$ cat config.mk
export PLATFORM = sky130hd
export DESIGN_NAME = i2c_bit_level_master
export DESIGN_NICKNAME = d
export VERILOG_FILES = /design/src/rtl/i2cm_pkg.sv /design/src/rtl/i2cm_front.sv /design/src/rtl/i2cm_back.sv /design/src/rtl/i2c_bit_level_master.sv
export SDC_FILE = /design/constraint.sdc
export NUM_CORES = 1
export LEC_CHECK = 0
export ABC_CLOCK_PERIOD_IN_PS = 3500
export BUFFER_PORTS_ARGS = -buffer_cell sky130_fd_sc_hd__buf_2
export CAP_MARGIN = 20
export CORE_MARGIN = 2
export CORE_UTILIZATION = 50
export DETAILED_ROUTE_END_ITERATION = 10
export PLACE_DENSITY_LB_ADDON = 0.1
export SYNTH_ARGS = -nofsm -noshare
export SYNTH_HDL_FRONTEND = slang
export SYNTH_SLANG_ARGS = --single-unit
export TNS_END_PERCENT = 50
$ cat constraint.sdc
create_clock -name clk -period 3.5 [get_ports clk]
set_input_delay 0.7 -clock clk [delete_from_list [all_inputs] [get_ports clk]]
set_output_delay 0.7 -clock clk [all_outputs]
set_load 0.05 [all_outputs]
$ cat src/rtl/i2cm_pkg.sv
// i2cm_pkg: shared types, command codes and phase codes for the I2C bit-level master.
// No dependencies; used by i2cm_front, i2cm_back and the top level.
package i2cm_pkg;

	localparam int DELAY_WIDTH = 16;
	localparam int QUEUE_DEPTH = 2;

	// Command codes as seen on the cmd port
	localparam logic [2:0] CMD_NONE  = 3'd0;
	localparam logic [2:0] CMD_START = 3'd1;
	localparam logic [2:0] CMD_STOP  = 3'd2;
	localparam logic [2:0] CMD_WRITE = 3'd3;
	localparam logic [2:0] CMD_READ  = 3'd4;
	localparam logic [2:0] CMD_SEL7  = 3'd5;
	localparam logic [2:0] CMD_SEL10 = 3'd6;
	localparam logic [2:0] CMD_RSVD  = 3'd7;

	// Bus sequencer phases
	localparam logic [3:0] PH_IDLE = 4'd0;
	localparam logic [3:0] PH_ST1  = 4'd1;
	localparam logic [3:0] PH_ST2  = 4'd2;
	localparam logic [3:0] PH_ST3  = 4'd3;
	localparam logic [3:0] PH_ST4  = 4'd4;
	localparam logic [3:0] PH_SP1  = 4'd5;
	localparam logic [3:0] PH_SP2  = 4'd6;
	localparam logic [3:0] PH_SP3  = 4'd7;
	localparam logic [3:0] PH_WL   = 4'd8;
	localparam logic [3:0] PH_WH   = 4'd9;
	localparam logic [3:0] PH_AL   = 4'd10;
	localparam logic [3:0] PH_AH   = 4'd11;
	localparam logic [3:0] PH_RL   = 4'd12;
	localparam logic [3:0] PH_RH   = 4'd13;
	localparam logic [3:0] PH_SL   = 4'd14;
	localparam logic [3:0] PH_SH   = 4'd15;

	// Register address map (byte addresses)
	localparam logic [1:0] ADDR_PHASE_TICKS = 2'd0;
	localparam logic [DELAY_WIDTH-1:0] PHASE_TICKS_RST = DELAY_WIDTH'(5);

	// One classified tick word
	typedef struct packed {
		logic [2:0] op;
		logic [7:0] data;
		logic [9:0] addr;
		logic       rd;
		logic       sack;
		logic       scl;
		logic       sda;
	} item_t;

	// One result word
	typedef struct packed {
		logic       scl_out;
		logic       sda_out;
		logic       busy;
		logic       done;
		logic       ack;
		logic       lost;
		logic [7:0] rdata;
	} res_t;

	// Phases that release SCL and so wait out clock stretching
	function automatic logic is_high_phase(input logic [3:0] ph);
		return (ph == PH_ST2) || (ph == PH_SP2) || (ph == PH_WH) ||
			(ph == PH_AH) || (ph == PH_RH) || (ph == PH_SH);
	endfunction

endpackage

$ cat src/rtl/i2cm_front.sv
// i2cm_front: input side; accepts tick words, classifies the command code,
// and holds them in a two-entry queue. Depends on i2cm_pkg.
module i2cm_front (
	input  logic               clk,
	input  logic               arst_n,
	input  logic               push,
	output logic               full,
	input  logic [2:0]         cmd,
	input  logic [7:0]         data_in,
	input  logic [9:0]         target_address,
	input  logic               read_flag,
	input  logic               send_ack,
	input  logic               scl_in,
	input  logic               sda_in,
	output logic               item_valid,
	output i2cm_pkg::item_t    item,
	input  logic               item_take
);

	i2cm_pkg::item_t mem_q [i2cm_pkg::QUEUE_DEPTH];
	logic            wptr_q;
	logic            rptr_q;
	logic [1:0]      cnt_q;
	logic            wr_en;
	logic            rd_en;
	i2cm_pkg::item_t new_item;

	// Classify: undefined codes become a plain tick
	always_comb begin
		new_item.op = (cmd == i2cm_pkg::CMD_RSVD) ? i2cm_pkg::CMD_NONE : cmd;
		new_item.data = data_in;
		new_item.addr = target_address;
		new_item.rd = read_flag;
		new_item.sack = send_ack;
		new_item.scl = scl_in;
		new_item.sda = sda_in;
	end

	assign full = (cnt_q == 2'(i2cm_pkg::QUEUE_DEPTH));
	assign wr_en = push && !full;
	assign item_valid = (cnt_q != 2'd0);
	assign rd_en = item_take && item_valid;
	assign item = mem_q[rptr_q];

	// Queue storage
	always_ff @(posedge clk) begin
		if (wr_en) begin
			mem_q[wptr_q] <= new_item;
		end
	end

	// Queue pointers and fill count
	always_ff @(posedge clk or negedge arst_n) begin
		if (!arst_n) begin
			wptr_q <= 1'b0;
			rptr_q <= 1'b0;
			cnt_q <= 2'd0;
		end else begin
			if (wr_en) begin
				wptr_q <= ~wptr_q;
			end
			if (rd_en) begin
				rptr_q <= ~rptr_q;
			end
			cnt_q <= cnt_q + 2'(wr_en) - 2'(rd_en);
		end
	end

endmodule

$ cat src/rtl/i2cm_back.sv
// i2cm_back: bus sequencer; steps the I2C state once per tick word and queues
// one result word per tick in a two-entry output queue. Depends on i2cm_pkg.
module i2cm_back (
	input  logic                             clk,
	input  logic                             arst_n,
	input  logic [i2cm_pkg::DELAY_WIDTH-1:0] phase_ticks,
	input  logic                             item_valid,
	input  i2cm_pkg::item_t                  item,
	output logic                             item_take,
	output logic                             empty,
	input  logic                             pop,
	output i2cm_pkg::res_t                   res
);

	// Sequencer state
	logic [3:0]                       phase_q, phase_n;
	logic [i2cm_pkg::DELAY_WIDTH-1:0] tick_q, tick_n;
	logic [3:0]                       bit_q, bit_n;
	logic [7:0]                       shift_q, shift_n;
	logic [7:0]                       sec_q, sec_n;
	logic                             lost_q, lost_n;
	logic                             ack_q, ack_n;
	logic [7:0]                       rcv_q, rcv_n;
	logic [2:0]                       op_q, op_n;
	logic                             second_q, second_n;
	logic                             nack_q, nack_n;
	logic                             scl_q, scl_n;
	logic                             sda_q, sda_n;
	logic                             done;
	logic [3:0]                       bit_inc;
	logic [7:0]                       shift_in;

	// Output queue
	i2cm_pkg::res_t oq_q [i2cm_pkg::QUEUE_DEPTH];
	logic           owptr_q;
	logic           orptr_q;
	logic [1:0]     ocnt_q;
	logic           pop_en;
	i2cm_pkg::res_t new_res;

	assign empty = (ocnt_q == 2'd0);
	assign pop_en = pop && !empty;
	assign item_take = item_valid &&
		((ocnt_q != 2'(i2cm_pkg::QUEUE_DEPTH)) || pop_en);
	assign res = oq_q[orptr_q];

	assign bit_inc = bit_q + 4'd1;
	assign shift_in = {shift_q[6:0], item.sda};

	// One tick of the sequencer
	always_comb begin
		phase_n = phase_q;
		tick_n = tick_q;
		bit_n = bit_q;
		shift_n = shift_q;
		sec_n = sec_q;
		lost_n = lost_q;
		ack_n = ack_q;
		rcv_n = rcv_q;
		op_n = op_q;
		second_n = second_q;
		nack_n = nack_q;
		scl_n = scl_q;
		sda_n = sda_q;
		done = 1'b0;
		if (phase_q == i2cm_pkg::PH_IDLE) begin
			// Command decode
			if (item.op != i2cm_pkg::CMD_NONE) begin
				op_n = item.op;
			end
			tick_n = '0;
			unique case (item.op)
				i2cm_pkg::CMD_START: begin
					phase_n = i2cm_pkg::PH_ST1;
					sda_n = 1'b1;
				end
				i2cm_pkg::CMD_SEL7: begin
					shift_n = {item.addr[6:0], item.rd};
					phase_n = i2cm_pkg::PH_ST1;
					sda_n = 1'b1;
				end
				i2cm_pkg::CMD_SEL10: begin
					shift_n = {5'b11110, item.addr[9:8], item.rd};
					sec_n = item.addr[7:0];
					second_n = 1'b1;
					phase_n = i2cm_pkg::PH_ST1;
					sda_n = 1'b1;
				end
				i2cm_pkg::CMD_STOP: begin
					phase_n = i2cm_pkg::PH_SP1;
					sda_n = 1'b0;
				end
				i2cm_pkg::CMD_WRITE: begin
					shift_n = item.data;
					bit_n = 4'd0;
					phase_n = i2cm_pkg::PH_WL;
					scl_n = 1'b0;
					sda_n = item.data[7];
				end
				i2cm_pkg::CMD_READ: begin
					shift_n = 8'd0;
					bit_n = 4'd0;
					nack_n = ~item.sack;
					phase_n = i2cm_pkg::PH_RL;
					scl_n = 1'b0;
					sda_n = 1'b1;
				end
				default: begin
					tick_n = tick_q;
				end
			endcase
		end else if (!(i2cm_pkg::is_high_phase(phase_q) && !item.scl)) begin
			if (({1'b0, tick_q} + (i2cm_pkg::DELAY_WIDTH + 1)'(1)) <
				{1'b0, phase_ticks}) begin
				tick_n = tick_q + (i2cm_pkg::DELAY_WIDTH)'(1);
			end else begin
				// Phase ends: every branch restarts the wait
				tick_n = '0;
				unique case (phase_q)
					i2cm_pkg::PH_ST1: begin
						phase_n = i2cm_pkg::PH_ST2;
						scl_n = 1'b1;
						sda_n = 1'b1;
					end
					i2cm_pkg::PH_ST2: begin
						phase_n = i2cm_pkg::PH_ST3;
						scl_n = 1'b1;
						sda_n = 1'b0;
					end
					i2cm_pkg::PH_ST3: begin
						phase_n = i2cm_pkg::PH_ST4;
						scl_n = 1'b0;
						sda_n = 1'b0;
					end
					i2cm_pkg::PH_ST4: begin
						if (op_q == i2cm_pkg::CMD_START) begin
							phase_n = i2cm_pkg::PH_IDLE;
							done = 1'b1;
						end else begin
							bit_n = 4'd0;
							phase_n = i2cm_pkg::PH_WL;
							scl_n = 1'b0;
							sda_n = shift_q[7];
						end
					end
					i2cm_pkg::PH_SP1: begin
						phase_n = i2cm_pkg::PH_SP2;
						scl_n = 1'b1;
						sda_n = 1'b0;
					end
					i2cm_pkg::PH_SP2: begin
						phase_n = i2cm_pkg::PH_SP3;
						scl_n = 1'b1;
						sda_n = 1'b1;
					end
					i2cm_pkg::PH_SP3: begin
						phase_n = i2cm_pkg::PH_IDLE;
						done = 1'b1;
					end
					i2cm_pkg::PH_WL: begin
						phase_n = i2cm_pkg::PH_WH;
						scl_n = 1'b1;
					end
					i2cm_pkg::PH_WH: begin
						if (sda_q && !item.sda) begin
							// Released SDA read back low: arbitration lost
							lost_n = 1'b1;
							ack_n = 1'b0;
							scl_n = 1'b1;
							sda_n = 1'b1;
							second_n = 1'b0;
							phase_n = i2cm_pkg::PH_IDLE;
							done = 1'b1;
						end else begin
							bit_n = bit_inc;
							scl_n = 1'b0;
							if (bit_inc[3]) begin
								phase_n = i2cm_pkg::PH_AL;
								sda_n = 1'b1;
							end else begin
								phase_n = i2cm_pkg::PH_WL;
								sda_n = shift_q[3'd7 - bit_inc[2:0]];
							end
						end
					end
					i2cm_pkg::PH_AL: begin
						phase_n = i2cm_pkg::PH_AH;
						scl_n = 1'b1;
						sda_n = 1'b1;
					end
					i2cm_pkg::PH_AH: begin
						ack_n = ~item.sda;
						second_n = 1'b0;
						if (op_q == i2cm_pkg::CMD_SEL10 && second_q && !item.sda) begin
							// Second 10-bit address byte
							shift_n = sec_q;
							bit_n = 4'd0;
							phase_n = i2cm_pkg::PH_WL;
							scl_n = 1'b0;
							sda_n = sec_q[7];
						end else begin
							scl_n = 1'b0;
							phase_n = i2cm_pkg::PH_IDLE;
							done = 1'b1;
						end
					end
					i2cm_pkg::PH_RL: begin
						phase_n = i2cm_pkg::PH_RH;
						scl_n = 1'b1;
						sda_n = 1'b1;
					end
					i2cm_pkg::PH_RH: begin
						shift_n = shift_in;
						bit_n = bit_inc;
						scl_n = 1'b0;
						if (bit_inc[3]) begin
							rcv_n = shift_in;
							phase_n = i2cm_pkg::PH_SL;
							sda_n = nack_q;
						end else begin
							phase_n = i2cm_pkg::PH_RL;
							sda_n = 1'b1;
						end
					end
					i2cm_pkg::PH_SL: begin
						phase_n = i2cm_pkg::PH_SH;
						scl_n = 1'b1;
						sda_n = nack_q;
					end
					i2cm_pkg::PH_SH: begin
						scl_n = 1'b0;
						phase_n = i2cm_pkg::PH_IDLE;
						done = 1'b1;
					end
					default: begin
						phase_n = i2cm_pkg::PH_IDLE;
					end
				endcase
			end
		end
	end

	// Result word for this tick
	always_comb begin
		new_res.scl_out = scl_n;
		new_res.sda_out = sda_n;
		new_res.busy = (phase_n != i2cm_pkg::PH_IDLE);
		new_res.done = done;
		new_res.ack = ack_n;
		new_res.lost = lost_n;
		new_res.rdata = rcv_n;
	end

	// Sequencer registers
	always_ff @(posedge clk or negedge arst_n) begin
		if (!arst_n) begin
			phase_q <= i2cm_pkg::PH_IDLE;
			tick_q <= '0;
			bit_q <= 4'd0;
			shift_q <= 8'd0;
			sec_q <= 8'd0;
			lost_q <= 1'b0;
			ack_q <= 1'b0;
			rcv_q <= 8'd0;
			op_q <= i2cm_pkg::CMD_NONE;
			second_q <= 1'b0;
			nack_q <= 1'b0;
			scl_q <= 1'b1;
			sda_q <= 1'b1;
		end else if (item_take) begin
			phase_q <= phase_n;
			tick_q <= tick_n;
			bit_q <= bit_n;
			shift_q <= shift_n;
			sec_q <= sec_n;
			lost_q <= lost_n;
			ack_q <= ack_n;
			rcv_q <= rcv_n;
			op_q <= op_n;
			second_q <= second_n;
			nack_q <= nack_n;
			scl_q <= scl_n;
			sda_q <= sda_n;
		end
	end

	// Output queue storage
	always_ff @(posedge clk) begin
		if (item_take) begin
			oq_q[owptr_q] <= new_res;
		end
	end

	// Output queue pointers and fill count
	always_ff @(posedge clk or negedge arst_n) begin
		if (!arst_n) begin
			owptr_q <= 1'b0;
			orptr_q <= 1'b0;
			ocnt_q <= 2'd0;
		end else begin
			if (item_take) begin
				owptr_q <= ~owptr_q;
			end
			if (pop_en) begin
				orptr_q <= ~orptr_q;
			end
			ocnt_q <= ocnt_q + 2'(item_take) - 2'(pop_en);
		end
	end

endmodule

$ cat src/rtl/i2c_bit_level_master.sv
// I2C bit-level master, top level: APB register, input queue, sequencer.
// Depends on i2cm_pkg, i2cm_front, i2cm_back.
// Path: a tick word waits in the input queue; its result word is registered into the output queue.
// Throughput: one tick word per cycle while the output queue has room; the sequencer steps once per word.
// Reset (arst_n low): queues empty, sequencer idle, lines released, phase_ticks = 5.
module i2c_bit_level_master (
	input  logic        clk,
	input  logic        arst_n,
	// configuration
	input  logic        psel,
	input  logic        penable,
	input  logic        pwrite,
	input  logic [1:0]  paddr,
	input  logic [31:0] pwdata,
	output logic [31:0] prdata,
	output logic        pready,
	// tick words in
	input  logic        push,
	output logic        full,
	input  logic [2:0]  cmd,
	input  logic [7:0]  data_in,
	input  logic [9:0]  target_address,
	input  logic        read_flag,
	input  logic        send_ack,
	input  logic        scl_in,
	input  logic        sda_in,
	// result words out
	output logic        empty,
	input  logic        pop,
	output logic        scl_out,
	output logic        sda_out,
	output logic        busy_res,
	output logic        done_res,
	output logic        ack_received,
	output logic        arbitration_lost,
	output logic [7:0]  read_data
);

	logic [i2cm_pkg::DELAY_WIDTH-1:0] phase_ticks_q;
	logic                             item_valid;
	logic                             item_take;
	i2cm_pkg::item_t                  item;
	i2cm_pkg::res_t                   res;

	// Register file: a single timing register
	assign pready = 1'b1;
	assign prdata = (paddr == i2cm_pkg::ADDR_PHASE_TICKS) ?
		32'(phase_ticks_q) : 32'd0;

	always_ff @(posedge clk or negedge arst_n) begin
		if (!arst_n) begin
			phase_ticks_q <= i2cm_pkg::PHASE_TICKS_RST;
		end else if (psel && penable && pwrite && pready) begin
			phase_ticks_q <= pwdata[i2cm_pkg::DELAY_WIDTH-1:0];
		end
	end

	i2cm_front u_front (
		.clk            (clk),
		.arst_n         (arst_n),
		.push           (push),
		.full           (full),
		.cmd            (cmd),
		.data_in        (data_in),
		.target_address (target_address),
		.read_flag      (read_flag),
		.send_ack       (send_ack),
		.scl_in         (scl_in),
		.sda_in         (sda_in),
		.item_valid     (item_valid),
		.item           (item),
		.item_take      (item_take)
	);

	i2cm_back u_back (
		.clk         (clk),
		.arst_n      (arst_n),
		.phase_ticks (phase_ticks_q),
		.item_valid  (item_valid),
		.item        (item),
		.item_take   (item_take),
		.empty       (empty),
		.pop         (pop),
		.res         (res)
	);

	assign scl_out = res.scl_out;
	assign sda_out = res.sda_out;
	assign busy_res = res.busy;
	assign done_res = res.done;
	assign ack_received = res.ack;
	assign arbitration_lost = res.lost;
	assign read_data = res.rdata;

endmodule

### After elaboration in Yosys (flattened, before gate mapping)

Memories as Yosys holds them, arrays and structs flattened.
Cells that the tools add are included.

| storage, ports and cells | value |
|---|---|
| flip-flop bits (word level) | 81 |
| RAM bits | 78 |
| bits of input ports | 66 |
| output and inout port bits | 49 |
| word-level logic and storage cells | 199 |
| memories | 2 |

Memories:

| memory | depth | bits a word | rd ports | clocked after Yosys merged registers in | wr ports | line | RTL |
|---|---|---|---|---|---|---|---|
| u_front.mem_q | 2 | 25 | 1 | 0 | 1 | i2cm_front.sv:20 | `i2cm_pkg::item_t mem_q [i2cm_pkg::QUEUE_DEPTH];` |
| u_back.oq_q | 2 | 14 | 1 | 0 | 1 | i2cm_back.sv:34 | `i2cm_pkg::res_t oq_q [i2cm_pkg::QUEUE_DEPTH];` |

| cells by class | value |
|---|---|
| add/sub/neg operators | 8 |
| $lt $le $gt $ge | 2 |
| equality and inequality tests | 36 |
| muxes and demuxes | 80 |
| bitwise operators | 6 |
| reduce and logical (&&, ||, !) cells | 45 |

Operators with widths:

| cell | count |
|---|---|
| $mux 16 | 5 |
| $mux 8 | 9 |
| $mux 4 | 13 |
| $pmux 4 s13 | 1 |
| $mux 1 | 38 |
| $eq 4x4->1 const B | 8 |
| $pmux 4 s4 | 2 |
| $pmux 8 s4 | 1 |
| $add 16x1->17 const B | 1 |
| $lt 17x16->1 | 1 |
| $add 16x1->16 const B | 1 |
| $eq 4x3->1 const B | 4 |
| $pmux 8 s2 | 1 |
| $eq 3x3->1 const B | 5 |
| $ne 3x2->1 const B | 4 |
| $reduce_and 3->1 | 4 |
| $reduce_and 6->1 | 2 |
| $reduce_or 4->1 | 3 |
| $logic_and 1x1->1 | 10 |
| $reduce_bool 3->1 | 3 |
| $eq 4x2->1 const B | 2 |
| $ne 2x2->1 const B | 4 |
| $pmux 1 s4 | 2 |
| $reduce_and 8->1 | 1 |
| 29 further kinds | 52 |

### Depth between registers and ports, before layout

| logic depth | value |
|---|---|
| depth after elaboration | 10 |
| depth in mapped cells | 16 |
| depth with buffers taken out | 14 |

### Hierarchy

Synthesis repeated with hierarchy kept, for this count alone.

| second synthesis, totals | value |
|---|---|
| cells, all modules | 715 |
| area, all modules | 8,488.1 um2 |

By module, submodules not included:

| module | instances | cells each | area each (um2) | sequential area each (um2) |
|---|---|---|---|---|
| i2cm_back | 1 | 545 | 5,482.8 | 2,369.8 |
| i2cm_front | 1 | 99 | 2,113.3 | 1,601.5 |
| i2c_bit_level_master | 1 | 71 | 892.1 | 402.9 |

### Worst setup path after synthesis

OpenSTA, ideal clock, no wires.

| timing | value |
|---|---|
| path kind | register -> register |
| start | register u_back.tick_q[0] in the netlist's numbering |
| end | register u_back.rcv_q[5] |
| setup time | 0.128 ns |
| arrival time | 3.437 ns |
| required time | 3.372 ns |
| setup slack | -0.065 ns |
| cell stages (with the launch flop) | 16 |
| path buffers | 1 |
| period minus slack after synthesis | 3.565 ns |
| cells stage by stage | dfrtp_1 > ha_1 > and3_1 > and2_1 > nand3_1 > nor2_1 > xor2_1 > ha_1 > a21oi_1 > o221ai_1 > a211o_1 > and2_1 > buf_6 > o21ai_4 > mux2_4 > mux2_1 |

RTL lines:

| element | line | RTL |
|---|---|---|
| start, declared | i2cm_back.sv:17 | `logic [i2cm_pkg::DELAY_WIDTH-1:0] tick_q, tick_n;` |
| start signal, assigned | i2cm_back.sv:272 | `tick_q <= tick_n;` |
| end signal, assigned | i2cm_back.sv:278 | `rcv_q <= rcv_n;` |
| end, declared | i2cm_back.sv:23 | `logic [7:0] rcv_q, rcv_n;` |

==> impl_metrics.py <==
metrics = {
    "timing": {
        "relSlewSlack_pct": 46.3,
        "tns_ps": 0,
        "rsz0062_at_grt": "true",
        "worst_clock_skew_ps": 10.5,
        "hold_viol": 0,
        "worst_pin_slew_ps": 803,
        "period_share_pct": 97.1,
        "max_freq_mhz": 294,
        "setup_viol": 0,
        "maxSlewViolCount": 0,
        "min_period_ps": 3400,
    },
    "layout": {
        "diodes": 0,
        "finalNonFillerCells": 1066,
        "n_fill_cell": 1270,
        "areaGrowthSynthToFinish_pct": 20.5,
        "fin_nets": 929,
        "layout-drive-gt1-share_pct": 31.6,
    },
    "clocking": {
        "cts_tree": "yes",
        "cts_buffers": 17,
        "postCtsHoldBufs": 0,
        "clk_latency_ps": 430,
        "htreeDepth": 4,
        "path_clk_slew_ps": 70,
        "clock-root-buffer": "clkbuf_16",
        "ctsLongestPathBuffers": 2,
        "clkSinkCount": 159,
    },
    "logic_synthesis": {
        "synthTopCellsByArea": "edfxtp_1 (29%), dfrtp_1 (23%), mux2_2 (7.1%)",
        "seq_area_frac_synth_pct": 53.3,
        "synth_edf_count": 78,
        "netlist_instances": 715,
        "synth_area_sq_um": 8210,
        "ys.flop_type": "edfxtp_1",
        "ys.warnings.count": 0,
        "synth_top_cell_by_area": "edfxtp_1",
        "synth_area_per_cell_sq_um": 11.5,
        "synth.distinct_cells": 75,
        "async_flop_share_pct": 50.9,
        "synth_top_cell_area_share_pct": 28.5,
        "synth_seq_cells": 159,
    },
    "power": {
        "p_sw_share_pct": 39.7,
        "powerDensity_nw_per_um2": 813,
        "p_leak_nw": 4.30,
        "p_sw_mw": 3.19,
        "pwr-share-clk_pct": 23.4,
        "share_comb_of_total_power_pct": 40.5,
        "internal-power_mw": 4.85,
        "vdd.ir_drop.worst_mv": 0.551,
        "p_seq_share_pct": 36.1,
    },
    "route": {
        "drt_iter0_drc": 316,
        "via_per_inst": 5.51,
        "vias": 5870,
        "wl_per_cell_microns": 17.3,
        "dr.pass1.iters": 6,
        "antenna_left": 0,
        "drc": 0,
        "totalWireLength_mm": 18.5,
    },
    "die": {
        "die_w_microns": 132,
        "initial_core_util_pct": 51.5,
        "dieArea_sq_um": 17500,
        "io_pins": 115,
        "rows": 46,
        "coreArea_sq_um": 15900,
        "die_h_microns": 132,
    },
    "setup_path": {
        "rrSetupSlack_ps": 100,
        "end_kind": "flop",
        "worstSetupStartpointType": "flop",
        "crit_required_ps": 3810,
        "arrival_ps": 3710,
        "cp_max_fo": 8,
        "crit_type": "flop to flop",
    },
    "placed_design": {
        "gp_routability_congestion": 0.882,
        "place_inst": 1026,
        "portBuffers": 81,
        "hpwl_mm": 13.0,
    },
    "grt": {
        "grt_max_degree": 82,
        "antenna_found_initial": 0,
        "first_global_vias": 5809,
        "grt_pass1_wl_mm": 29.9,
        "grt_usage_pct": 21.7,
        "overflow": 0,
    },
    "outcome": {
        "outcome": "finished clean",
    },
    "job": {
        "cap_violations": 0,
    },
    "hold_path": {
        "worst_hold_path_type": "input pin to asynchronous set/reset pin",
    },
}
==> power groups by stage <==
stage	combinational, mW	clock, mW	sequential [mW]
final	3.26	1.88	2.91
after global routing	3.59	1.99	2.97
after CTS	3.19	1.93	2.91
after detailed placement	3.17	0	2.94
after global placement	3.13	0	2.91
after floorplan	2.36	0	2.80
==> metal layers <==
metal  wire length [microns]  vias up  global-route usage, %
li1                        -     2832                      -
met1                    8800     2855                   31.0
met2                    8560      165                   33.1
met3                     830       18                   4.08
met4                     273        0                   7.97
met5                       0        -                      0
==> synthesized netlist by cell type, types with 3 or more instances <==
cell type / n
a31oi_1: 7
edfxtp_1: 78
a22o_1: 4
buf_2: 4
o211ai_1: 6
or3_1: 5
inv_1: 32
nor3b_1: 3
and2_1: 6
xnor2_1: 15
ha_1: 26
a21o_1: 4
o21a_1: 3
o311ai_0: 3
a21oi_1: 23
xor2_1: 9
and3_1: 6
a21boi_0: 5
nor3_1: 31
nor2b_1: 3
o21ai_0: 54
mux2_2: 52
nand3_1: 20
mux2i_1: 23
buf_4: 19
mux2_4: 7
o31ai_1: 8
nor2_1: 40
dfrtp_1: 77
a221oi_1: 4
clkbuf_1: 19
and4_1: 3
dfstp_2: 4
o2bb2ai_1: 3
o221ai_1: 3
nand2_1: 60
==> worst max-delay path: stages, from the launching register on <==
cell and delay (ps):
dfrtp_1 370, ha_2 190, and3_4 180, and2_4 180, nand3_4 100, buf_6 150
xnor2_2 130, ha_1 330, a21oi_2 140, o221ai_2 100, a211o_1 330, and2_4 200
o21ai_4 150, buf_12 150, mux2_4 320, mux2_4 260
==> layout make-up <==
cell class              instances  area [sq um]  share of cell area, %
inverters                      34           128                   1.29
well taps                     216           270                   2.73
multi-input cells             492          3680                   37.2
repair buffers                133           835                   8.43
clock buffers                  17           425                   4.30
clock inverters                15           181                   1.83
flip-flops and latches        159          4370                   44.2
==> per-stage QoR <==
stage	hold slack (ps)	util [%]	area (sq um)	setup WS (ps)	power, mW
after floorplan	404	-	8280	4.52	5.16
after global placement	466	56.7	9040	-81.2	6.04
after detailed placement	474	56.7	9040	-162	6.11
after CTS	435	60.6	9670	11.3	8.02
after global routing	300	62.1	9890	-21.8	8.55
final	263	62.1	9890	101	8.04
==> registers in the layout, summed over array words and instances, names as in the netlist, 2 cells and up <==
signal	flops
u_front.mem_q	50
u_back.bit_q	4
phase_ticks_q	16
u_back.op_q	3
u_back.shift_q	8
u_back.phase_q	4
u_back.oq_q	28
u_back.ocnt_q	2
u_back.sec_q	8
u_back.tick_q	16
u_front.cnt_q	2
u_back.rcv_q	8
==> cells in the final DEF, fill, tap and decap left out, types with 22 or more instances in the layout <==
cell type,count
mux2_2,48
edfxtp_1,78
buf_2,80
mux2i_1,23
dfrtp_1,77
a21oi_1,22
ha_1,25
inv_1,32
o21ai_0,53
nand2_1,60
buf_4,48
nor3_1,30
nor2_1,36
==> kinds of logic (layout without fill, tap and decap cells) <==
family	Yosys count	count (layout)	synth area share [%]
other cells	2	17	0.0914
mux	86	86	12.2
xor+xnor	24	24	2.56
flops	159	159	53.3
fa+ha+maj	26	26	3.96
buf+inv	79	199	4.72
simple gates	188	188	11.0
compound gates	151	151	12.3
==> final timing paths <==
check / cells after the start / from / end
worst max-delay path: 15 / u_back.tick_q[1] / u_back.rcv_q[6]
worst min-delay path: 1 / arst_n / phase_ticks_q[12]
worst max register to register: 15 / u_back.tick_q[1] / u_back.rcv_q[6]
worst min register to register: 1 / u_back.owptr_q / u_back.owptr_q
max in group asynchronous: 2 / arst_n / u_back.sda_q
min in group clk: 1 / target_address[5] / u_front.mem_q[0][9]
==> repair_timing <==
action,4_1_cts,5_1_grt
pin swaps,2,13
setup endpoints to repair,22,64
endpoints found under the hold margin,0,0
setup buffers,0,6
gates resized for setup,7,32
(Power assumes the default switching activity.)
